--- config.mk ---
export PLATFORM = sky130hd
export DESIGN_NAME = pulse_width_ook_encoder_core
export DESIGN_NICKNAME = d
export VERILOG_FILES = /design/src/design/pwook_pkg.sv /design/src/design/pwook_regs.sv /design/src/design/pwook_seq.sv /design/src/design/pulse_width_ook_encoder_core.sv
export SDC_FILE = /design/constraint.sdc
export NUM_CORES = 1
export LEC_CHECK = 0
export BUFFER_PORTS_ARGS = -buffer_cell sky130_fd_sc_hd__buf_2
export CORE_AREA = 2 2 121 170
export DETAILED_ROUTE_END_ITERATION = 10
export DIE_AREA = 0 0 123 172
export GPL_ROUTABILITY_DRIVEN = 0
export GPL_TIMING_DRIVEN = 0
export PLACE_DENSITY_LB_ADDON = 0.12
export SYNTH_ARGS = -nofsm -noshare
export SYNTH_HDL_FRONTEND = slang
export SYNTH_SLANG_ARGS = --single-unit
--- constraint.sdc ---
create_clock -name aclk -period 4 [get_ports aclk]
set_clock_uncertainty 0.15 [all_clocks]
set_input_delay 0 -clock aclk [delete_from_list [all_inputs] [get_ports aclk]]
set_output_delay 0 -clock aclk [all_outputs]
set_load 0.05 [all_outputs]
--- src/design/pwook_pkg.sv ---
// Shared types and constants for the pulse-width OOK frame encoder.
`timescale 1ns / 1ps
`default_nettype none

package pwook_pkg;

    localparam int unsigned TIME_W      = 16;
    localparam int unsigned COUNT_W     = 6;
    localparam int unsigned WORD_W      = 64;
    localparam int unsigned APB_ADDR_W  = 5;
    localparam int unsigned APB_DATA_W  = 32;
    localparam int unsigned S_TDATA_W   = 64;
    localparam int unsigned M_TDATA_W   = 40;

    localparam logic [TIME_W-1:0]  SYNC_LEAD_RST  = 16'd35;
    localparam logic [TIME_W-1:0]  SYNC_TRAIL_RST = 16'd1085;
    localparam logic [TIME_W-1:0]  ZERO_LEAD_RST  = 16'd35;
    localparam logic [TIME_W-1:0]  ZERO_TRAIL_RST = 16'd105;
    localparam logic [TIME_W-1:0]  ONE_LEAD_RST   = 16'd105;
    localparam logic [TIME_W-1:0]  ONE_TRAIL_RST  = 16'd35;
    localparam logic [COUNT_W-1:0] BIT_COUNT_RST  = 6'd24;

    // Register index, taken from paddr[4:2].
    typedef enum logic [2:0] {
        REG_SYNC_LEAD  = 3'd0,
        REG_SYNC_TRAIL = 3'd1,
        REG_ZERO_LEAD  = 3'd2,
        REG_ZERO_TRAIL = 3'd3,
        REG_ONE_LEAD   = 3'd4,
        REG_ONE_TRAIL  = 3'd5,
        REG_BIT_COUNT  = 3'd6,
        REG_INVERT     = 3'd7
    } reg_idx_t;

    typedef struct packed {
        logic [TIME_W-1:0]  sync_lead_time;
        logic [TIME_W-1:0]  sync_trail_time;
        logic [TIME_W-1:0]  zero_lead_time;
        logic [TIME_W-1:0]  zero_trail_time;
        logic [TIME_W-1:0]  one_lead_time;
        logic [TIME_W-1:0]  one_trail_time;
        logic [COUNT_W-1:0] bit_count;
        logic               invert_levels;
    } cfg_t;

    typedef struct packed {
        logic              lead_level;
        logic [TIME_W-1:0] lead_time;
        logic [TIME_W-1:0] trail_time;
        logic              is_sync;
        logic              bit_value;
        logic              last_pulse;
    } pulse_t;

endpackage

`default_nettype wire

--- src/design/pwook_regs.sv ---
// APB configuration registers of the pulse-width OOK frame encoder.
`timescale 1ns / 1ps
`default_nettype none

module pwook_regs (
    input  wire logic                               aclk,
    input  wire logic                               aresetn,
    input  wire logic                               psel,
    input  wire logic                               penable,
    input  wire logic                               pwrite,
    input  wire logic [pwook_pkg::APB_ADDR_W-1:0]   paddr,
    input  wire logic [pwook_pkg::APB_DATA_W-1:0]   pwdata,
    output logic      [pwook_pkg::APB_DATA_W-1:0]   prdata,
    output pwook_pkg::cfg_t                         cfg
);
    import pwook_pkg::*;

    cfg_t     cfg_reg;
    cfg_t     cfg_next;
    reg_idx_t idx;
    logic     wr_en;

    assign idx   = reg_idx_t'(paddr[4:2]);
    assign wr_en = psel & penable & pwrite;

    always_comb begin
        cfg_next = cfg_reg;
        if (wr_en) begin
            unique case (idx)
                REG_SYNC_LEAD:  cfg_next.sync_lead_time  = pwdata[TIME_W-1:0];
                REG_SYNC_TRAIL: cfg_next.sync_trail_time = pwdata[TIME_W-1:0];
                REG_ZERO_LEAD:  cfg_next.zero_lead_time  = pwdata[TIME_W-1:0];
                REG_ZERO_TRAIL: cfg_next.zero_trail_time = pwdata[TIME_W-1:0];
                REG_ONE_LEAD:   cfg_next.one_lead_time   = pwdata[TIME_W-1:0];
                REG_ONE_TRAIL:  cfg_next.one_trail_time  = pwdata[TIME_W-1:0];
                REG_BIT_COUNT:  cfg_next.bit_count       = pwdata[COUNT_W-1:0];
                REG_INVERT:     cfg_next.invert_levels   = pwdata[0];
                default:        cfg_next = cfg_reg;
            endcase
        end
    end

    always_ff @(posedge aclk) begin
        if (!aresetn) begin
            cfg_reg.sync_lead_time  <= SYNC_LEAD_RST;
            cfg_reg.sync_trail_time <= SYNC_TRAIL_RST;
            cfg_reg.zero_lead_time  <= ZERO_LEAD_RST;
            cfg_reg.zero_trail_time <= ZERO_TRAIL_RST;
            cfg_reg.one_lead_time   <= ONE_LEAD_RST;
            cfg_reg.one_trail_time  <= ONE_TRAIL_RST;
            cfg_reg.bit_count       <= BIT_COUNT_RST;
            cfg_reg.invert_levels   <= 1'b0;
        end else begin
            cfg_reg <= cfg_next;
        end
    end

    always_comb begin
        unique case (idx)
            REG_SYNC_LEAD:  prdata = APB_DATA_W'(cfg_reg.sync_lead_time);
            REG_SYNC_TRAIL: prdata = APB_DATA_W'(cfg_reg.sync_trail_time);
            REG_ZERO_LEAD:  prdata = APB_DATA_W'(cfg_reg.zero_lead_time);
            REG_ZERO_TRAIL: prdata = APB_DATA_W'(cfg_reg.zero_trail_time);
            REG_ONE_LEAD:   prdata = APB_DATA_W'(cfg_reg.one_lead_time);
            REG_ONE_TRAIL:  prdata = APB_DATA_W'(cfg_reg.one_trail_time);
            REG_BIT_COUNT:  prdata = APB_DATA_W'(cfg_reg.bit_count);
            REG_INVERT:     prdata = APB_DATA_W'(cfg_reg.invert_levels);
            default:        prdata = '0;
        endcase
    end

    assign cfg = cfg_reg;

endmodule

`default_nettype wire

--- src/design/pwook_seq.sv ---
// Frame sequencer: bit counter and bit selector that walk one word into pulses.
`timescale 1ns / 1ps
`default_nettype none

module pwook_seq #(
    parameter int unsigned MAX_BITS = 63
) (
    input  wire logic                          aclk,
    input  wire logic                          aresetn,
    input  pwook_pkg::cfg_t                    cfg,
    input  wire logic                          start,
    input  wire logic [pwook_pkg::WORD_W-1:0]  word,
    output logic                               idle,
    output logic                               pulse_valid,
    input  wire logic                          pulse_take,
    output pwook_pkg::pulse_t                  pulse
);
    import pwook_pkg::*;

    localparam int unsigned CNT_W = $clog2(MAX_BITS + 1);
    localparam int unsigned IDX_W = $clog2(MAX_BITS);

    typedef enum logic [2:0] {
        ST_IDLE = 3'b001,
        ST_SYNC = 3'b010,
        ST_BITS = 3'b100
    } state_t;

    state_t               state_reg;
    state_t               state_next;
    logic [CNT_W-1:0]     cnt_reg;
    logic [CNT_W-1:0]     cnt_next;
    logic [MAX_BITS-1:0]  data_reg;
    logic [CNT_W-1:0]     n_sat;
    logic [CNT_W-1:0]     cnt_dec;
    logic [IDX_W-1:0]     bit_idx;
    logic                 cur_bit;

    // Clamp the programmed count to what the data register can hold.
    assign n_sat = (cfg.bit_count > COUNT_W'(MAX_BITS)) ? CNT_W'(MAX_BITS)
                                                       : CNT_W'(cfg.bit_count);

    // Shared unit: one decrement both advances the count and picks the bit.
    assign cnt_dec = cnt_reg - CNT_W'(1);
    assign bit_idx = cnt_dec[IDX_W-1:0];
    assign cur_bit = data_reg[bit_idx];

    assign idle        = (state_reg == ST_IDLE);
    assign pulse_valid = !idle;

    always_comb begin
        pulse.lead_level = ~cfg.invert_levels;
        if (state_reg == ST_SYNC) begin
            pulse.lead_time  = cfg.sync_lead_time;
            pulse.trail_time = cfg.sync_trail_time;
            pulse.is_sync    = 1'b1;
            pulse.bit_value  = 1'b0;
            pulse.last_pulse = (cnt_reg == '0);
        end else begin
            pulse.lead_time  = cur_bit ? cfg.one_lead_time  : cfg.zero_lead_time;
            pulse.trail_time = cur_bit ? cfg.one_trail_time : cfg.zero_trail_time;
            pulse.is_sync    = 1'b0;
            pulse.bit_value  = cur_bit;
            pulse.last_pulse = (cnt_dec == '0);
        end
    end

    always_comb begin
        state_next = state_reg;
        cnt_next   = cnt_reg;
        unique case (state_reg)
            ST_IDLE: begin
                if (start) begin
                    state_next = ST_SYNC;
                    cnt_next   = n_sat;
                end
            end
            ST_SYNC: begin
                if (pulse_take) begin
                    state_next = (cnt_reg == '0) ? ST_IDLE : ST_BITS;
                end
            end
            ST_BITS: begin
                if (pulse_take) begin
                    cnt_next   = cnt_dec;
                    state_next = (cnt_dec == '0) ? ST_IDLE : ST_BITS;
                end
            end
            default: begin
                state_next = ST_IDLE;
            end
        endcase
    end

    always_ff @(posedge aclk) begin
        if (!aresetn) begin
            state_reg <= ST_IDLE;
            cnt_reg   <= '0;
        end else begin
            state_reg <= state_next;
            cnt_reg   <= cnt_next;
        end
    end

    always_ff @(posedge aclk) begin
        if (idle && start) begin
            data_reg <= word[MAX_BITS-1:0];
        end
    end

endmodule

`default_nettype wire

--- src/design/pulse_width_ook_encoder_core.sv ---
// Top level of the pulse-width OOK frame encoder.
//
// Usage:
//   Configure pulse durations, bit count and level inversion over the APB
//   port (register i at byte address 4*i) while the block is idle.
//   Present one packet word on the s_ stream; each accepted request yields a
//   frame of pulses on the m_ stream: first the sync pulse (m_tuser high),
//   then one pulse per data bit, most significant of the low bit_count bits
//   first. m_tlast marks the final pulse of the frame.
// Timing:
//   After acceptance the sequencer enters its sync state, and the sync pulse
//   is loaded into the output register when that register is free; with the
//   receiver ready, one pulse leaves per cycle. The bit counter of the
//   sequencer emits one pulse per cycle while the output register is free.
//   s_tready is low while a frame is being walked.
// Reset and stall:
//   aresetn (synchronous, active low) restores the default timing registers,
//   drops any frame in flight and clears the output valid flag.
//   When m_tready is low, hold the current pulse; the sequencer waits.
`timescale 1ns / 1ps
`default_nettype none

module pulse_width_ook_encoder_core #(
    parameter int unsigned MAX_BITS = 63
) (
    input  wire logic                                aclk,
    input  wire logic                                aresetn,
    // APB configuration port
    input  wire logic                                psel,
    input  wire logic                                penable,
    input  wire logic                                pwrite,
    input  wire logic [pwook_pkg::APB_ADDR_W-1:0]    paddr,
    input  wire logic [pwook_pkg::APB_DATA_W-1:0]    pwdata,
    output logic      [pwook_pkg::APB_DATA_W-1:0]    prdata,
    output logic                                     pready,
    // Input stream
    input  wire logic                                s_tvalid,
    output logic                                     s_tready,
    input  wire logic [pwook_pkg::S_TDATA_W-1:0]     s_tdata,   // [63:0] data_word
    // Pulse stream
    output logic                                     m_tvalid,
    input  wire logic                                m_tready,
    // [0] lead_level, [16:1] lead_time, [32:17] trail_time, [33] bit_value,
    // [39:34] zero
    output logic      [pwook_pkg::M_TDATA_W-1:0]     m_tdata,
    output logic                                     m_tuser,   // [0] is_sync
    output logic                                     m_tlast
);
    import pwook_pkg::*;

    cfg_t   cfg;
    pulse_t pulse;
    pulse_t pulse_reg;
    logic   seq_idle;
    logic   pulse_valid;
    logic   out_free;
    logic   pulse_take;
    logic   m_valid_reg;
    logic   m_valid_next;

    assign pready = 1'b1;

    pwook_regs u_regs (
        .aclk    (aclk),
        .aresetn (aresetn),
        .psel    (psel),
        .penable (penable),
        .pwrite  (pwrite),
        .paddr   (paddr),
        .pwdata  (pwdata),
        .prdata  (prdata),
        .cfg     (cfg)
    );

    // Accept a new word whenever the sequencer is idle, even with the
    // previous frame's last pulse still waiting in the output register.
    assign s_tready = seq_idle;

    pwook_seq #(
        .MAX_BITS (MAX_BITS)
    ) u_seq (
        .aclk        (aclk),
        .aresetn     (aresetn),
        .cfg         (cfg),
        .start       (s_tvalid),
        .word        (s_tdata),
        .idle        (seq_idle),
        .pulse_valid (pulse_valid),
        .pulse_take  (pulse_take),
        .pulse       (pulse)
    );

    // Output register: advance when empty or when the receiver takes it.
    assign out_free   = !m_valid_reg || m_tready;
    assign pulse_take = pulse_valid && out_free;

    always_comb begin
        m_valid_next = m_valid_reg;
        if (out_free) begin
            m_valid_next = pulse_valid;
        end
    end

    always_ff @(posedge aclk) begin
        if (!aresetn) begin
            m_valid_reg <= 1'b0;
        end else begin
            m_valid_reg <= m_valid_next;
        end
    end

    always_ff @(posedge aclk) begin
        if (pulse_take) begin
            pulse_reg <= pulse;
        end
    end

    assign m_tvalid = m_valid_reg;
    assign m_tdata  = {6'd0, pulse_reg.bit_value, pulse_reg.trail_time,
                       pulse_reg.lead_time, pulse_reg.lead_level};
    assign m_tuser  = pulse_reg.is_sync;
    assign m_tlast  = pulse_reg.last_pulse;

endmodule

`default_nettype wire

Yosys cells after proc, flatten, opt, wreduce, memory -nomap -nowiden
Cells that the tools add are included.
- add/sub/neg operators: 1
- muxes and demuxes: 16
- bitwise gates (word level): 3
- reductions and logical operators: 19
- magnitude comparators: 2
- equality and inequality tests: 13
- operators with widths (operator ; count):
    $pmux 32 s8 ; 1
    $mux 35 ; 1
    $mux 16 ; 2
    $mux 6 ; 3
    $reduce_and 2->1 ; 8
    $eq 3x3->1 const B ; 5
    $mux 3 ; 5
    $logic_not 6->1 ; 2
    $pmux 6 s2 ; 1
    $eq 3x2->1 const B ; 3
    $pmux 3 s3 ; 1
    $lt 6x7->1 const B ; 1
    $bmux 1 s6 ; 1
    $eq 3x1->1 const B ; 2
    $gt 6x6->1 const B ; 1
    $ne 2x2->1 const B ; 3
    $reduce_and 3->1 ; 2
    $sub 6x1->6 const B ; 1
    $logic_not 3->1 ; 1
    $and 1x1->1 ; 2
    $logic_and 1x1->1 ; 2
    $logic_not 1->1 ; 2
    $reduce_bool 2->1 ; 1
    $logic_or 1x1->1 ; 1
    2 further kinds ; 2
- register bits after elaboration: 212
- bits of input ports: 108

Logic depth before layout (Yosys ltp)
- word-level depth: 5
- gate-level depth with buffers: 14

Modules after synthesis
Synthesis repeated with hierarchy kept, for this count alone.
- cell total of the unflattened synthesis: 947
- area, all modules: 9821.9 um^2
- by module, submodules not included (module ; sequential area each (um^2) ; instances ; area each (um^2) ; cells each):
    pwook_regs ; 2062.0 ; 1 ; 4624.4 ; 536
    pwook_seq ; 2072.0 ; 1 ; 4008.8 ; 362
    pulse_width_ook_encoder_core ; 1101.1 ; 1 ; 1188.6 ; 49

Worst setup path before layout
OpenSTA, ideal clock, no wires.
- path kind: reg2reg
- start point: reg u_seq.cnt_reg[0]
- end point: reg pulse_reg (netlist bit m_tdata[19]) (data pin)
- period minus slack after synthesis: 3.657 ns
- arrival time: 3.240 ns
- buffers on the path: 5
- stages on the path, launching flop included: 14
- data required time: 3.583 ns
- slack: 0.343 ns
- path through: dfxtp_1 buf_6 buf_2 inv_1 ha_1 clkbuf_1 buf_2 mux4_1 mux2_2 a211o_1 o22ai_4 buf_12 mux2i_1 o21ai_1
- RTL lines (element ; line ; text):
    start: declaration ; pwook_seq.sv:31 ; logic [CNT_W-1:0] cnt_reg;
    start signal: assignment ; pwook_seq.sv:101 ; cnt_reg <= cnt_next;
    end signal: assignment ; pulse_width_ook_encoder_core.sv:114 ; pulse_reg <= pulse;
    end: declaration ; pulse_width_ook_encoder_core.sv:53 ; pulse_t pulse_reg;

==> impl_metrics.csv <==
group,metric,value,unit
outcome,status,"finished, final reports clean",
sta,tightest_slew,1.10,ns
final_layout,largest_reg_flops,103,
worst_hold_path,whs_path_depth,2,
sta,rsz0062_at_grt,"false",
synth,synth_area_leaders,"edfxtp_1 31%, dfxtp_1 23%, nand2_1 9.2%",
synth,yosysTopAreaCellShare,0.306,
synth,yosysMostFrequentCell,"nand2_1",
detailed_routing,drtIter0Drc,575,
die,num_rows,61,
final_layout,fillCellCount,1645,
power_and_ir_drop,p_leak,4.86,nW
global_routing,antenna_found_initial,0,
global_routing,grtUsageTotal,0.282,
critical_path,arrival,3.79,ns
die,die_area,21200,um2
synth,ys_seq_elements,212,
sta,period_needed,3.73,ns
synth,synth_seq_area_share,0.538,
synth,ys_warn_count,0,
clock_network,h-tree-depth,1,
final_layout,drive_gt1_frac,0.200,
synth,netlist_instances,938,
flow_run,maxCapViolCount,0,
critical_path,start_kind,"register",
global_routing,grt_overflow,0,
die,fp.dieW,123,um
final_layout,design_area,12600,um2
power_and_ir_drop,p_per_area,447,nW/um2
synth,synth_area,9720,um2
synth,synth.distinct_cells,55,
detailed_routing,ant_nets,0,
final_layout,syn_to_final_growth,29.2,%
sta,finalSetupViolCount,0,
final_layout,antenna_cells,0,
detailed_routing,viasPerCell,5.44,
global_routing,grt_pass1_vias,7849,
sta,maxSlewViolCount,0,
critical_path,crit_type,"reg2reg",
clock_network,cts_max_path_buffers,3,
die,start_util,0.494,
detailed_routing,drtPass1Iterations,5,
sta,hold_viol,0,
synth,synthFlopType,"dfxtp_1",
worst_hold_path,min_path_type,"in2reg",
final_layout,fin_util,0.638,
clock_network,cts_root_buf,"clkbuf_16",
critical_path,cp-end-kind,"register",
power_and_ir_drop,ir_worst_vdd,0.378,mV
synth,synth_largest_area_cell,"edfxtp_1",
sta,fmax,268,MHz
critical_path,reg2reg_to,"m_tdata[2]$_DFFE_PP_",
placement,numPortBuffers,139,
critical_path,r2r_cells,13,
clock_network,clock_latency,0.51,ns
placement,hpwl,19600,um
detailed_routing,routed_wl,30100,um
sta,finalCritPeriodShare,0.932,
clock_network,cts_tree,"yes",
global_routing,grt_max_degree,45,
detailed_routing,routedWlPerCell,20.3,um
synth,syn_area_per_cell,10.4,um2
detailed_routing,drc,0,
die,core_region_area,19700,um2
worst_hold_path,hold_start,"s_tdata[11]",
sta,max_slew_margin,0.262,
synth,synth_commonest_cells,"239 x nand2_1, 113 x dfxtp_1, 99 x edfxtp_1",
detailed_routing,vias,8085,
critical_path,path_max_fanout,10,
placement,dpl_cell_area,10900,um2
die,die-height,172,um
clock_network,clkTransAtPathRegs,0.06,ns
critical_path,rr_startpoint,"u_seq.cnt_reg[0]$_SDFFE_PN0P_",
global_routing,grt_pass1_wl,44400,um
synth,async_flop_share,0,
critical_path,rrSetupSlack,0.27,ns
critical_path,cp.required,4.06,ns
clock_network,clock-sinks,212,
die,io_pins,185,
worst_hold_path,min_to,"u_seq.data_reg[11]$_DFFE_PP_",
final_layout,final_nets,1327,
synth,synth_edf_count,99,
clock_network,cts_made_buffers,22,
cell type report:
| type | instances | area, um2 | share of cell area |
|---|---|---|---|
| Clock inverter | 12 | 135 | 0.0108 |
| Tap cell | 252 | 315 | 0.0251 |
| Buffer | 82 | 460 | 0.0367 |
| Clock buffer | 28 | 604 | 0.0481 |
| Multi-Input combinational cell | 653 | 4090 | 0.325 |
| Inverter | 11 | 41.3 | 0.00329 |
| Timing Repair Buffer | 235 | 1680 | 0.134 |
| Sequential cell | 212 | 5240 | 0.417 |
power breakdown:
part           internal [mW]  switching (mW)  leakage [nW]
Sequential              2.42          0.0347          1.85
Clock                   1.26           0.852         0.364
Combinational          0.373           0.668          2.65
repair_timing:
action / CTS / global route
pin swaps: 1 / 0
setup buffers: 3 / 0
hold buffers: 91 / 0
hold endpoints to repair: 172 / 0
gates resized for setup: 4 / 2
setup endpoints to repair: 33 / 32
layout by cell type (no fill, tap or decap), types with 3 or more instances in the layout:
cell	Yosys	final
or3_1	4	4
dlygate4sd3_1	0	91
nand2_1	239	239
clkinv_2	0	6
mux4_1	7	7
mux4_2	12	12
clkbuf_1	46	49
nor2_1	34	34
conb_1	2	23
a22oi_1	9	9
buf_1	6	6
o22ai_1	12	12
bufinv_16	0	3
mux2i_1	59	59
buf_2	4	141
nor3_1	6	6
nand2b_1	4	4
buf_12	3	6
nand3_1	25	25
o21ai_1	32	32
a21boi_0	78	78
dfxtp_1	113	112
buf_4	23	27
a211oi_1	4	4
nor2b_1	11	11
o21ai_0	7	7
inv_1	11	11
nor3b_1	4	4
and2_1	4	3
a21oi_1	29	29
clkbuf_16	0	23
edfxtp_1	99	99
mux2_2	14	14
logic make-up (layout without fill, tap and decap cells):
| family | Yosys count | count (layout) | share of synthesized area |
|---|---|---|---|
| AO/OA/AOI/OAI | 189 | 189 | 0.131 |
| XOR/XNOR | 5 | 5 | 0.00451 |
| adder cells (fa/ha/maj) | 2 | 2 | 0.00257 |
| buffers and inverters | 94 | 368 | 0.0515 |
| flip-flops | 212 | 212 | 0.538 |
| multiplexers | 92 | 92 | 0.124 |
| other | 2 | 23 | 0.000772 |
| AND/OR/NAND/NOR | 342 | 342 | 0.147 |
metrics by stage:
step / TNS [ns] / cells / power [mW] / hold slack (ns) / setup slack [ns]
after global routing: 0 / 1485 / 5.78 / 0.0427 / 0.0887
after detailed placement: -15.16 / 1352 / 3.44 / 0.0281 / -0.558
after CTS: 0 / 1485 / 5.62 / 0.0296 / 0.0701
after global placement: -14.60 / 1350 / 3.42 / 0.0259 / -0.526
final: 0 / 1485 / 5.61 / 0.0431 / 0.273
after floorplan: 0 / 959 / 3.16 / -0.0511 / 0.343
how the worst max path moves through the flow:
| stage | from | endpoint | slack [ns] |
|---|---|---|---|
| detailed placement | u_seq.cnt_reg[0]$_SDFFE_PN0P_ | m_tdata[20]$_DFFE_PP_ | -0.56 |
| CTS | u_seq.cnt_reg[0]$_SDFFE_PN0P_ | m_tdata[20]$_DFFE_PP_ | 0.07 |
| global placement | u_seq.cnt_reg[0]$_SDFFE_PN0P_ | m_tdata[20]$_DFFE_PP_ | -0.53 |
| finish | u_seq.cnt_reg[0]$_SDFFE_PN0P_ | m_tdata[2]$_DFFE_PP_ | 0.27 |
| global route | u_seq.cnt_reg[0]$_SDFFE_PN0P_ | m_tdata[1]$_DFFE_PP_ | 0.09 |
| floorplan | u_seq.cnt_reg[0]$_SDFFE_PN0P_ | m_tdata[19]$_DFFE_PP_ | 0.34 |
critical path: stages, from the launching register on:
cell and delay (ns):
dfxtp_2 0.42, buf_6 0.20, buf_4 0.24, inv_1 0.11
ha_4 0.35, buf_4 0.21, mux4_1 0.30, mux2_2 0.28
a211o_1 0.29, o22ai_4 0.20, buf_12 0.16, buf_12 0.16
mux2i_1 0.21, o21ai_1 0.12
per-layer routing:
metal,share of wire,track usage
met5,0,0
met4,0.045,0.131
met3,0.074,0.0439
met2,0.52,0.516
met1,0.36,0.319
Power figures use the tool's default switching activity.
